### src/rtl/prime_factorizer_trial_division_macros.svh
// Assertion macros for the trial-division prime factorizer.
`ifndef PRIME_FACTORIZER_TRIAL_DIVISION_MACROS_SVH
`define PRIME_FACTORIZER_TRIAL_DIVISION_MACROS_SVH

`ifndef SYNTHESIS
// Same-cycle implication, checked on every rising edge out of reset.
`define PFTD_ASSERT_NOW(lbl, ante, cons) \
  lbl: assert property (@(posedge clk_i) disable iff (!rst_ni) (ante) |-> (cons)) \
    else $error("pftd: same-cycle check failed");
// Next-cycle implication.
`define PFTD_ASSERT_NEXT(lbl, ante, cons) \
  lbl: assert property (@(posedge clk_i) disable iff (!rst_ni) (ante) |=> (cons)) \
    else $error("pftd: next-cycle check failed");
`else
`define PFTD_ASSERT_NOW(lbl, ante, cons)
`define PFTD_ASSERT_NEXT(lbl, ante, cons)
`endif

`endif

### src/rtl/pftd_pkg.sv
// Shared constants and types of the trial-division prime factorizer.
`default_nettype none
package pftd_pkg;

  localparam int PRIME_BITS     = 32;
  localparam int EXP_BITS       = 5;
  localparam int VALUE_BITS_DEF = 32;
  localparam int FIELD_BITS     = 32;

  localparam logic [EXP_BITS-1:0] EXP_MAX = '1;

  typedef enum logic [1:0] {
    S_IDLE,
    S_DIV,
    S_EMIT
  } pftd_state_e;

endpackage
`default_nettype wire

### src/rtl/pftd_divider.sv
// Bit-serial restoring divider: one quotient bit per cycle.
`default_nettype none
module pftd_divider #(
  parameter int DIVIDEND_BITS = 32,
  parameter int DIVISOR_BITS  = 17
) (
  input  wire logic                     clk_i,
  input  wire logic                     rst_ni,
  input  wire logic                     start_i,
  input  wire logic [DIVIDEND_BITS-1:0] dividend_i,
  input  wire logic [DIVISOR_BITS-1:0]  divisor_i,
  output logic                          done_o,
  output logic [DIVIDEND_BITS-1:0]      quotient_o,
  output logic [DIVISOR_BITS-1:0]       remainder_o
);

  localparam int CW = $clog2(DIVIDEND_BITS + 1);

  logic [DIVISOR_BITS-1:0]  acc_q, acc_d;
  logic [DIVISOR_BITS-1:0]  dsr_q;
  logic [DIVIDEND_BITS-1:0] quo_q, quo_d;
  logic [CW-1:0]            cnt_q;
  logic                     busy_q;
  logic                     done_q;

  logic [DIVISOR_BITS:0] trial;
  logic [DIVISOR_BITS:0] diff;
  logic                  fits;

  always_comb begin
    trial = {acc_q, quo_q[DIVIDEND_BITS-1]};
    diff  = trial - {1'b0, dsr_q};
    fits  = (trial >= {1'b0, dsr_q});
    acc_d = fits ? diff[DIVISOR_BITS-1:0] : trial[DIVISOR_BITS-1:0];
    quo_d = {quo_q[DIVIDEND_BITS-2:0], fits};
  end

  always_ff @(posedge clk_i or negedge rst_ni) begin
    if (!rst_ni) begin
      busy_q <= 1'b0;
      done_q <= 1'b0;
      cnt_q  <= '0;
    end else begin
      done_q <= 1'b0;
      if (start_i) begin
        busy_q <= 1'b1;
        cnt_q  <= CW'(DIVIDEND_BITS);
      end else if (busy_q) begin
        cnt_q <= cnt_q - CW'(1);
        if (cnt_q == CW'(1)) begin
          busy_q <= 1'b0;
          done_q <= 1'b1;
        end
      end
    end
  end

  always_ff @(posedge clk_i) begin
    if (start_i) begin
      acc_q <= '0;
      quo_q <= dividend_i;
      dsr_q <= divisor_i;
    end else if (busy_q) begin
      acc_q <= acc_d;
      quo_q <= quo_d;
    end
  end

  assign done_o      = done_q;
  assign quotient_o  = quo_q;
  assign remainder_o = acc_q;

endmodule
`default_nettype wire

### src/rtl/prime_factorizer_trial_division.sv
// Zero and one go out as a single item of their own; any other value takes one trial
// division per candidate divisor plus one per factor found, and each pair is emitted in
// turn. Throughput: one value at a time; the bit-serial divider retires one quotient
// bit per cycle.
// Reset: asynchronous, active low; returns to idle with no item pending.
`default_nettype none
`include "prime_factorizer_trial_division_macros.svh"
module prime_factorizer_trial_division
  import pftd_pkg::*;
#(
  parameter int VALUE_BITS = VALUE_BITS_DEF
) (
  input  wire logic                  clk_i,
  input  wire logic                  rst_ni,
  input  wire logic                  in_valid_i,
  output logic                       in_stall_o,
  input  wire logic [FIELD_BITS-1:0] value_i,
  output logic                       out_valid_o,
  input  wire logic                  out_stall_i,
  output logic [PRIME_BITS-1:0]      prime_o,
  output logic [EXP_BITS-1:0]        exponent_o,
  output logic                       last_o
);

  // Working width of the value and of the trial divisor (up to ceil(sqrt) + 1).
  localparam int VW = (VALUE_BITS < FIELD_BITS) ? VALUE_BITS : FIELD_BITS;
  localparam int DW = (VW + 1) / 2 + 1;

  pftd_state_e state_q, state_d;

  logic [VW-1:0]         rem_q, rem_d;
  logic [DW-1:0]         dsr_q, dsr_d;
  logic [EXP_BITS-1:0]   cnt_q, cnt_d;
  logic [PRIME_BITS-1:0] pend_prime_q, pend_prime_d;
  logic [EXP_BITS-1:0]   pend_exp_q, pend_exp_d;
  logic                  pend_last_q, pend_last_d;

  logic                  out_valid_q;
  logic [PRIME_BITS-1:0] out_prime_q;
  logic [EXP_BITS-1:0]   out_exp_q;
  logic                  out_last_q;
  logic                  out_load;

  logic          div_start;
  logic          div_done;
  logic [VW-1:0] div_quo;
  logic [DW-1:0] div_rem;
  logic [VW-1:0] in_val;

  assign in_val = value_i[VW-1:0];

  pftd_divider #(
    .DIVIDEND_BITS(VW),
    .DIVISOR_BITS (DW)
  ) u_divider (
    .clk_i      (clk_i),
    .rst_ni     (rst_ni),
    .start_i    (div_start),
    .dividend_i (rem_d),
    .divisor_i  (dsr_d),
    .done_o     (div_done),
    .quotient_o (div_quo),
    .remainder_o(div_rem)
  );

  always_ff @(posedge clk_i or negedge rst_ni) begin
    if (!rst_ni) begin
      state_q <= S_IDLE;
      rem_q   <= '0;
      dsr_q   <= DW'(2);
      cnt_q   <= '0;
    end else begin
      state_q <= state_d;
      rem_q   <= rem_d;
      dsr_q   <= dsr_d;
      cnt_q   <= cnt_d;
    end
  end

  always_ff @(posedge clk_i) begin
    pend_prime_q <= pend_prime_d;
    pend_exp_q   <= pend_exp_d;
    pend_last_q  <= pend_last_d;
  end

  always_comb begin
    state_d      = state_q;
    rem_d        = rem_q;
    dsr_d        = dsr_q;
    cnt_d        = cnt_q;
    pend_prime_d = pend_prime_q;
    pend_exp_d   = pend_exp_q;
    pend_last_d  = pend_last_q;
    div_start    = 1'b0;
    out_load     = 1'b0;
    unique case (state_q)
      S_IDLE: begin
        if (in_valid_i) begin
          if (in_val <= VW'(1)) begin
            // zero and one go straight out as their own single item
            pend_prime_d = PRIME_BITS'(in_val);
            pend_exp_d   = '0;
            pend_last_d  = 1'b1;
            state_d      = S_EMIT;
          end else begin
            rem_d     = in_val;
            dsr_d     = DW'(2);
            cnt_d     = '0;
            div_start = 1'b1;
            state_d   = S_DIV;
          end
        end
      end
      S_DIV: begin
        if (div_done) begin
          if (cnt_q == '0) begin
            if (VW'(dsr_q) > div_quo) begin
              // divisor squared exceeds what is left: the rest is prime
              pend_prime_d = PRIME_BITS'(rem_q);
              pend_exp_d   = EXP_BITS'(1);
              pend_last_d  = 1'b1;
              state_d      = S_EMIT;
            end else if (div_rem == '0) begin
              rem_d     = div_quo;
              cnt_d     = EXP_BITS'(1);
              div_start = 1'b1;
            end else begin
              dsr_d     = dsr_q + DW'(1);
              div_start = 1'b1;
            end
          end else if (div_rem == '0) begin
            rem_d     = div_quo;
            cnt_d     = (cnt_q == EXP_MAX) ? cnt_q : cnt_q + EXP_BITS'(1);
            div_start = 1'b1;
          end else begin
            pend_prime_d = PRIME_BITS'(dsr_q);
            pend_exp_d   = cnt_q;
            pend_last_d  = (rem_q == VW'(1));
            state_d      = S_EMIT;
          end
        end
      end
      S_EMIT: begin
        if (!out_valid_q || !out_stall_i) begin
          out_load = 1'b1;
          if (pend_last_q) begin
            state_d = S_IDLE;
          end else begin
            dsr_d     = dsr_q + DW'(1);
            cnt_d     = '0;
            div_start = 1'b1;
            state_d   = S_DIV;
          end
        end
      end
      default: state_d = S_IDLE;
    endcase
  end

  // Output register: hold while stalled, drop once taken.
  always_ff @(posedge clk_i or negedge rst_ni) begin
    if (!rst_ni) begin
      out_valid_q <= 1'b0;
    end else if (out_load) begin
      out_valid_q <= 1'b1;
    end else if (!out_stall_i) begin
      out_valid_q <= 1'b0;
    end
  end

  always_ff @(posedge clk_i) begin
    if (out_load) begin
      out_prime_q <= pend_prime_q;
      out_exp_q   <= pend_exp_q;
      out_last_q  <= pend_last_q;
    end
  end

  assign in_stall_o  = (state_q != S_IDLE);
  assign out_valid_o = out_valid_q;
  assign prime_o     = out_prime_q;
  assign exponent_o  = out_exp_q;
  assign last_o      = out_last_q;

  `PFTD_ASSERT_NEXT(a_walk_starts, in_valid_i && !in_stall_o, state_q != S_IDLE)
  `PFTD_ASSERT_NOW(a_done_in_div, div_done, state_q == S_DIV)
  `PFTD_ASSERT_NOW(a_divisor_min, state_q == S_DIV, dsr_q >= DW'(2))
  `PFTD_ASSERT_NOW(a_zero_exp_last, out_valid_o && (exponent_o == '0), last_o)

endmodule
`default_nettype wire
### config.mk
export PLATFORM = sky130hd
export DESIGN_NAME = prime_factorizer_trial_division
export DESIGN_NICKNAME = d
export VERILOG_FILES = /design/src/rtl/pftd_pkg.sv /design/src/rtl/pftd_divider.sv /design/src/rtl/prime_factorizer_trial_division.sv
export VERILOG_INCLUDE_DIRS = /design/src /design/src/rtl
export SDC_FILE = /design/constraint.sdc
export NUM_CORES = 1
export LEC_CHECK = 0
export BUFFER_PORTS_ARGS = -buffer_cell sky130_fd_sc_hd__buf_2
export CAP_MARGIN = 20
export CORE_UTILIZATION = 55
export DETAILED_ROUTE_END_ITERATION = 10
export PLACE_DENSITY_LB_ADDON = 0.15
export SYNTH_ARGS = -nofsm -noshare
export SYNTH_HDL_FRONTEND = slang
export SYNTH_SLANG_ARGS = --single-unit
export TNS_END_PERCENT = 10
### constraint.sdc
create_clock -name clk_i -period 6.1 [get_ports clk_i]
set_clock_uncertainty 0.2 [all_clocks]
set_input_delay 1.525 -clock clk_i [delete_from_list [all_inputs] [get_ports clk_i]]
set_output_delay 1.525 -clock clk_i [all_outputs]
set_load 0.02 [all_outputs]
== Word level (Yosys, flattened, before mapping) ==
Index checks and enable logic that the tools add are counted.

* Bits in registers: 207
* Bits of input ports: 36
* Output and inout bits: 40
* Logic and storage cells: 136

* $add $sub $neg: 4
* $lt $le $gt $ge: 3
* Equality and inequality tests: 18
* Multiplexer cells: 81
* Reduce and logical (&&, ||, !) cells: 13

{| class="wikitable"
|+ Operators by type and width
! kind !! number
|-
| $mux W32 || 14
|-
| $mux W17 || 9
|-
| $pmux W32 S2 || 2
|-
| $mux W5 || 16
|-
| $pmux W17 S3 || 1
|-
| $eq A32 B1 Y1 const B || 1
|-
| $gt A17 B32 Y1 || 1
|-
| $le A32 B1 Y1 const B || 1
|-
| $mux W1 || 25
|-
| $ge A18 B17 Y1 || 1
|-
| $ne A3 B3 Y1 const B || 6
|-
| $add A17 B1 Y17 const B || 1
|-
| $logic_not A17 Y1 || 1
|-
| $sub A17 B17 Y17 || 1
|-
| $pmux W5 S3 || 1
|-
| $mux W2 || 7
|-
| $mux W6 || 2
|-
| $ne A2 B2 Y1 const B || 5
|-
| $pmux W5 S2 || 1
|-
| $reduce_and A10 Y1 || 1
|-
| $eq A6 B1 Y1 const B || 1
|-
| $pmux W2 S3 || 1
|-
| $reduce_and A6 Y1 || 1
|-
| $reduce_bool A2 Y1 || 3
|-
| 14 further kinds || 16
|}

== Longest topological paths before layout ==
Gate-level depths: netlist of the first run.

* Depth after elaboration: 7
* Gate-level depth with buffers: 13
* Mapped depth without buffers: 11

== Hierarchy ==
Synthesis of the first run repeated with hierarchy kept, for this count alone.

* Cell total of the unflattened synthesis: 1,030
* Area total of the unflattened synthesis: 10,882.9 µm²

{| class="wikitable"
|+ Modules (own cells, without submodules)
! module !! times used !! cells an instance !! area an instance (µm²) !! seq. area each (µm²)
|-
| prime_factorizer_trial_division || 1 || 681 || 6,914.1 || 3,709.8
|-
| pftd_divider || 1 || 349 || 3,968.8 || 2,011.9
|}

== Worst setup path after synthesis of the first run ==
No wires, ideal clock.

* Kind: input -> register
* From: input value_i[14]
* To: register pend_exp_q[0] (enable)
* Setup time: 0.438 ns
* Data arrival time: 3.898 ns
* Data required time: 5.462 ns
* Setup slack: 1.564 ns
* Cell stages on the path: 5
* Path buffers: 0
* Cells stage by stage: nor4_1 nand4_1 o21ai_0 nand2_1 nor2b_1

* Word-level cells in the longest chain between the ends: 3

{| class="wikitable"
|+ RTL lines
! element !! RTL line !! text
|-
| start, declared || prime_factorizer_trial_division.sv:17 || <nowiki>input wire logic [FIELD_BITS-1:0] value_i,</nowiki>
|-
| $le A32 B1 Y1 || prime_factorizer_trial_division.sv:99 || <nowiki>if (in_val <= VW'(1)) begin</nowiki>
|-
| $ne A2 B2 Y1 (no source line) || n/a ||
|-
| $reduce_and A6 Y1 (no source line) || n/a ||
|-
| end signal, assigned || prime_factorizer_trial_division.sv:82 || <nowiki>pend_exp_q <= pend_exp_d;</nowiki>
|-
| end, declared || prime_factorizer_trial_division.sv:35 || <nowiki>logic [EXP_BITS-1:0] pend_exp_q, pend_exp_d;</nowiki>
|}

Every way passes these cells.
A chain may end at the register's enable or synchronous reset.

== Worst setup path in the final report of the first run ==
* From: register cnt_q[1]
* To: register u_divider.dsr_q[9] (data pin)

* Word-level cells in the longest chain between the ends: 4

{| class="wikitable"
|+ RTL lines
! element !! RTL line !! text
|-
| start, declared || prime_factorizer_trial_division.sv:33 || <nowiki>logic [EXP_BITS-1:0] cnt_q, cnt_d;</nowiki>
|-
| start signal, assigned || prime_factorizer_trial_division.sv:76 || <nowiki>cnt_q <= cnt_d;</nowiki>
|-
| $logic_not A5 Y1 || prime_factorizer_trial_division.sv:116 || <nowiki>if (cnt_q == '0) begin</nowiki>
|-
| $mux W17 || prime_factorizer_trial_division.sv:116 ||
|-
| $mux W17 || prime_factorizer_trial_division.sv:115 || <nowiki>if (div_done) begin</nowiki>
|-
| $pmux W17 S3 || prime_factorizer_trial_division.sv:96 || <nowiki>unique case (state_q)</nowiki>
|-
| named net dsr_d[9] || prime_factorizer_trial_division.sv:32 || <nowiki>logic [DW-1:0] dsr_q, dsr_d;</nowiki>
|-
| end signal, assigned || pftd_divider.sv:62 || <nowiki>dsr_q <= divisor_i;</nowiki>
|-
| end, declared || pftd_divider.sv:20 || <nowiki>logic [DIVISOR_BITS-1:0] dsr_q;</nowiki>
|}

The timed path passes the listed nets, and every way through them passes these cells.

==> impl_metrics.env, run 1 <==
export IMPL_outcome="finished, final reports clean"
export IMPL_clkTransAtPathRegs_ns=0.06
export IMPL_synthDominantCellAreaShare_pct=32.8
export IMPL_core_area_um2=20300
export IMPL_ant_nets=0
export IMPL_first_iter_violations=913
export IMPL_cp_start_kind="flop"
export IMPL_cts_hold_buf=0
export IMPL_use_met1_pct=44.1
export IMPL_nets=1257
export IMPL_tns_ns=0
export IMPL_first_global_vias=8452
export IMPL_cp_cell_sequence="inv_1 > ha_1 > or4b_1 > or3_1 > a21oi_2 > a21boi_0 > o31ai_1"
export IMPL_ys_warn_count=0
export IMPL_p_per_area_nw_per_um2=579
export IMPL_async_reset_ff_share_pct=31.4
export IMPL_reg2reg_depth=7
export IMPL_grt_max_degree=59
export IMPL_fp_row_count=52
export IMPL_yosysTopAreaCell="edfxtp_1"
export IMPL_relSlewSlack_pct=22.0
export IMPL_cts_buffers_inserted=23
export IMPL_fp_dieW_um=146
export IMPL_max_freq_mhz=233
export IMPL_final_cell_mix="nand2_1, edfxtp_1, buf_2"
export IMPL_totalWireLength_um=30300
export IMPL_final_instance_count_excl_fill=1469
export IMPL_initial_core_util_pct=56.4
export IMPL_gp_congestion=0.927
export IMPL_post_route_period_util_pct=70.5
export IMPL_cp_end_kind="flop"
export IMPL_hp_start="pend_exp_q[1]"
export IMPL_wire_per_inst_um=20.6
export IMPL_r2r_start="cnt_q[1]"
export IMPL_cts_setup_buffers=0
export IMPL_hp_class="flop to flop"
export IMPL_post_route_util_pct=63.1
export IMPL_vias=9196
export IMPL_synthDistinctLibCells=71
export IMPL_rsz0062_at_grt="no"
export IMPL_drc=0
export IMPL_ir_worst_vdd_mv=0.268
export IMPL_finalSetupViolations=0
export IMPL_synth_main_ff_cell="edfxtp_1"
export IMPL_max_cap_violations=0
export IMPL_post_place_cells=1424
export IMPL_dieArea_um2=21400
export IMPL_cpMaxStageDelayCell="or4b_1"
export IMPL_yosys_top_cells_area="edfxtp_1, dfrtp_1, nand2_1, ha_1, mux2_2"
export IMPL_p_leak_uw=0.00504
export IMPL_grtUsageTotal_pct=28.7
export IMPL_cp_max_fo=25
export IMPL_syn2layout_area_growth_pct=12.0
export IMPL_top_usage_layer="met1"
export IMPL_tightestPinTransition_ns=1.17
export IMPL_clock_latency_ns=0.52
export IMPL_synth_edf_count=125
export IMPL_whs_endpoint="exponent_o[1]"
export IMPL_cts_buffer_depth=3
export IMPL_final_common_cell="nand2_1"
export IMPL_viasPerCell=6.26
export IMPL_grt_pass1_wl_um=48100
export IMPL_fillers=1720
export IMPL_use_met2_pct=41.4
export IMPL_ys_ff_latch=207
export IMPL_antenna_found_initial=2
export IMPL_cts_sinks=207
export IMPL_drive_gt1_share_pct=16.4
export IMPL_yosysSeqAreaShare_pct=50.0
export IMPL_min_path_cells=0
export IMPL_hold_violations=0
export IMPL_post_dp_hpwl_um=20800
export IMPL_htree_num_levels=1
export IMPL_grt_remaining_overflow=0
export IMPL_syn_avg_cell_area_um2=10.1
export IMPL_worst_setup_path_type="flop to flop"
export IMPL_cts_repair_resized=0
export IMPL_portBuffers=75
export IMPL_fin_crit_ns=4.30
export IMPL_syn_instance_count=1138
export IMPL_io_pins=76
export IMPL_cts_tree="done"
export IMPL_clock_tree_root_cell="clkbuf_16"
export IMPL_r2r_end="u_divider.dsr_q[9]"
export IMPL_die_h_um=146
export IMPL_slew_viol_final=0
export IMPL_worst_endpoint_arrival_ns=4.32
export IMPL_crit_required_ns=6.13
export IMPL_grt_use_met3_pct=5.34
export IMPL_r2r_setup_slack_ns=1.80
export IMPL_slowest_delay_ns=0.87
export IMPL_syn_nets=1215
export IMPL_syn_cell_area_um2=11400
export IMPL_drtPass1Iterations=5
-- critical path: cells and delay by family, from the launching register on --
family	cells	cell delay [ns]
AOI/OAI and AO/OA	3	1.76
adders and majority gates	1	0.16
and+or+nand+nor	2	1.37
buffers and inverters	1	0.10
DFF	1	0.41
-- worst max path at each step --
stage,startpoint,end,depth (start not counted)
5_1_grt,out_stall_i,u_divider.quotient_o[0],9
2_1_floorplan,value_i[14],pend_exp_q[0],5
4_1_cts,state_q[0],in_stall_o,4
3_5_place_dp,out_stall_i,u_divider.quotient_o[29],9
3_3_place_gp,out_stall_i,u_divider.quotient_o[29],9
6_report,cnt_q[1],u_divider.dsr_q[9],7
-- logic make-up after synthesis --
family                     Yosys count  share of synthesized area, %
buffers and inverters              121                          4.25
muxes                               47                          4.47
xor gates and xnor gates            29                          2.22
and+or+nand+nor                    390                          16.5
DFF                                207                          50.0
adders and majority gates           41                          4.55
AOI/OAI and AO/OA                  303                          17.9
-- flip-flops by register name (all words and copies together) (netlist names) --
| signal | count |
|---|---|
| prime_o | 32 |
| dsr_q | 17 |
| u_divider.busy_q | 1 |
| rem_q | 32 |
| u_divider.done_o | 1 |
| exponent_o | 5 |
| pend_exp_q | 5 |
| u_divider.quotient_o | 32 |
| pend_last_q | 1 |
| state_q | 2 |
| last_o | 1 |
| out_valid_o | 1 |
| u_divider.cnt_q | 6 |
| u_divider.remainder_o | 17 |
| u_divider.dsr_q | 17 |
| pend_prime_q | 32 |
| cnt_q | 5 |
-- cells in the mapped netlist, types with 6 or more instances --
master    count
clkbuf_1     51
nand2_1     154
nor2_1       66
dfrtp_1      64
o221ai_1      6
nand4_1      16
and3_1       18
o21bai_1      7
inv_1        45
nand3_1      37
mux2_2       33
o21bai_2     20
xnor2_1      16
buf_1        10
o21a_1        7
a22oi_1      27
dfxtp_1      17
nor3b_1      31
nor4_1       25
xor2_1       13
o211ai_1     13
nor3_1       14
nor2b_1       6
o21ai_0      63
mux2i_1      14
buf_2        11
a211oi_1     15
a21o_1        7
a21oi_1      64
edfxtp_1    125
ha_1         40
a31oi_1      28
-- per-layer routing --
layer  share of wire (%)  vias up
met2                  42      396
met1                  46     4432
li1                    -     4314
met4                 2.6        0
met3                 9.3       54
met5                   0        -
-- power breakdown --
part           total [µW]  switching (µW)  internal, µW
Clock                1360             558           807
Combinational        3270            1970          1300
Sequential           2780             567          2210
Total                7410            3100          4320
-- per-stage QoR --
stage               area (µm²)  total power [µW]  setup slack, ns  hold WS (ns)
CTS                      12800              7350             1.85         0.219
floorplan                11400              5020             1.56         0.200
global route             12800              7880             1.67         0.224
global placement         12000              5900             1.38         0.200
detailed placement       12000              5980             1.36         0.205
finish                   12800              7410             1.80         0.216
-- area by class of cell --
type | instances | area, µm² | share of cell area (%)
repair buffers | 92 | 528 | 4.12
flip-flops and latches | 207 | 5720 | 44.7
well taps | 270 | 338 | 2.64
clock inverters | 11 | 114 | 0.889
inverters | 46 | 173 | 1.35
multi-input cells | 810 | 5300 | 41.4
clock buffers | 31 | 626 | 4.88
diodes | 2 | 5.00 | 0.0391
Note: power is estimated with default switching activity, not from simulation.
==> run 2: changes to the inputs <==
Clock period 6.1 ns to 4.1 ns, I/O delays scaled along.
==> run 2 against run 1 <==
Net effect:
- sequential share of layout area down 1.2 points
- clock power up 64%
- highest routed layer is now met5
- flip-flop and latch count unchanged
- largest cell class unchanged
- fmax up 15%
- final area up 2.7%
==> impl_metrics.env, run 2 (same netlist as run 1, synthesis figures left out) <==
export IMPL_tns_ns=0
export IMPL_cts_repair_resized=0
export IMPL_p_per_area_nw_per_um2=867
export IMPL_syn2layout_area_growth_pct=15.0
export IMPL_crit_required_ns=4.17
export IMPL_core_area_um2=20300
export IMPL_max_cap_violations=0
export IMPL_cp_cell_sequence="ha_1 > nand4_1 > nor4_1 > mux2i_1 > a21oi_1 > a21oi_1 > o31ai_4 > buf_4 > mux2_2"
export IMPL_grt_pass1_wl_um=49700
export IMPL_rsz0062_at_grt="no"
export IMPL_cp_max_fo=20
export IMPL_cts_hold_buf=0
export IMPL_post_dp_hpwl_um=22500
export IMPL_outcome="finished, final reports clean"
export IMPL_finalSetupViolations=0
export IMPL_slowest_delay_ns=0.57
export IMPL_n_antenna_cell=0
export IMPL_hp_class="flop to flop"
export IMPL_cp_common_cell="a21oi_1"
export IMPL_nets=1292
export IMPL_first_global_vias=8716
export IMPL_hold_violations=0
export IMPL_clock_tree_root_cell="clkbuf_16"
export IMPL_vias=9416
export IMPL_max_freq_mhz=267
export IMPL_io_pins=76
export IMPL_fp_dieW_um=146
export IMPL_relSlewSlack_pct=33.9
export IMPL_viasPerCell=6.27
export IMPL_htree_num_levels=1
export IMPL_cp_num_buf_inv=1
export IMPL_grtUsageTotal_pct=30.0
export IMPL_crit_family="compound AO/OA/AOI/OAI gates"
export IMPL_clkTransAtPathRegs_ns=0.06
export IMPL_post_place_cells=1460
export IMPL_die_h_um=146
export IMPL_clock_latency_ns=0.53
export IMPL_grt_max_degree=66
export IMPL_drtPass1Iterations=6
export IMPL_antenna_found_initial=1
export IMPL_post_route_period_util_pct=91.2
export IMPL_cts_tree="done"
export IMPL_ant_nets=0
export IMPL_cts_buffers_inserted=23
export IMPL_cts_setup_buffers=0
export IMPL_first_iter_violations=1125
export IMPL_fin_crit_ns=3.74
export IMPL_wire_per_inst_um=21.1
export IMPL_final_instance_count_excl_fill=1502
export IMPL_cts_sinks=207
export IMPL_cp_start_kind="flop"
export IMPL_drc=0
export IMPL_fp_row_count=52
export IMPL_cp_end_kind="flop"
export IMPL_drive_gt1_share_pct=18.9
export IMPL_slew_viol_final=0
export IMPL_p_leak_uw=0.00525
export IMPL_cpMaxStageDelayCell="nor4_1"
export IMPL_totalWireLength_um=31700
export IMPL_worst_endpoint_arrival_ns=3.81
export IMPL_worst_setup_path_type="flop to flop"
export IMPL_fillers=1661
export IMPL_portBuffers=75
export IMPL_cts_buffer_depth=3
export IMPL_final_common_cell="nand2_1"
export IMPL_dieArea_um2=21400
export IMPL_gp_congestion=0.969
export IMPL_initial_core_util_pct=56.4
export IMPL_ir_worst_vdd_mv=0.413
export IMPL_final_cell_mix="nand2_1, edfxtp_1, buf_2"
export IMPL_tightestPinTransition_ns=0.989
export IMPL_grt_remaining_overflow=0
[run 2: changes by cell type in the layout (fill, tap and decap cells not counted)]
cell	delta
buf_4	+34
bufinv_16	+3
clkinvlp_4	+3
clkbuf_8	-2
clkinv_2	-2
diode_2	-2
buf_12	+1
clkbuf_1	-1
clkinv_1	-1
clkinv_4	-1
inv_16	+1
[run 2: path summary, 6_finish.rpt]
kind	startpoint	endpoint	slack (ns)	depth (start not counted)
max in group asynchronous	rst_ni	dsr_q[1]	2.44	2
min reg2reg	pend_prime_q[4]	prime_o[4]	0.21	0
max	dsr_q[11]	u_divider.quotient_o[24]	0.36	9
max reg2reg	dsr_q[11]	u_divider.quotient_o[24]	0.36	9
min	pend_prime_q[4]	prime_o[4]	0.21	0
min in group asynchronous	rst_ni	dsr_q[12]	0.38	1
[run 2: power by group]
group | switching [µW] | total, µW | internal (µW)
clock | 866 | 2230 | 1360
sequential | 781 | 4070 | 3290
combinational | 3080 | 5120 | 2040
[run 2: routing by layer]
metal  global-route usage (%)  vias to the layer above  share of wire [%]
met2                     42.1                      514                 41
met1                     44.2                     4445                 43
met5                        0                        -               0.16
met4                     11.6                        2                3.7
li1                         -                     4372                  -
met3                     7.81                       83                 12
[run 2: metrics by stage]
step | power, µW | instance area (µm²) | hold slack, ns | utilization [%] | setup slack, ns
2_1_floorplan | 7470 | 11400 | 0.200 | - | 0.0632
3_3_place_gp | 8980 | 12300 | 0.201 | 60.8 | 0.0932
3_5_place_dp | 9070 | 12300 | 0.205 | 60.8 | 0.183
4_1_cts | 11300 | 13200 | 0.218 | 64.8 | 0.461
5_1_grt | 12100 | 13200 | 0.228 | 64.8 | 0.191
6_report | 11400 | 13200 | 0.213 | 64.8 | 0.361
[run 2: final cells by class]
type,count,area (µm²),share of cell area (%)
sequential,207,5720,43.5
multi-input combinational,810,5300,40.3
timing repair buffer,127,803,6.11
clock buffer,28,594,4.52
tap,270,338,2.57
clock inverter,14,224,1.70
inverter,46,173,1.31
[run 2: worst register-to-register path, stage by stage, from the launching register on]
cell,delay (ns)
dfrtp_1,0.43
ha_1,0.35
nand4_1,0.17
nor4_1,0.57
mux2i_1,0.20
a21oi_1,0.18
a21oi_1,0.11
o31ai_4,0.48
buf_4,0.41
mux2_2,0.40
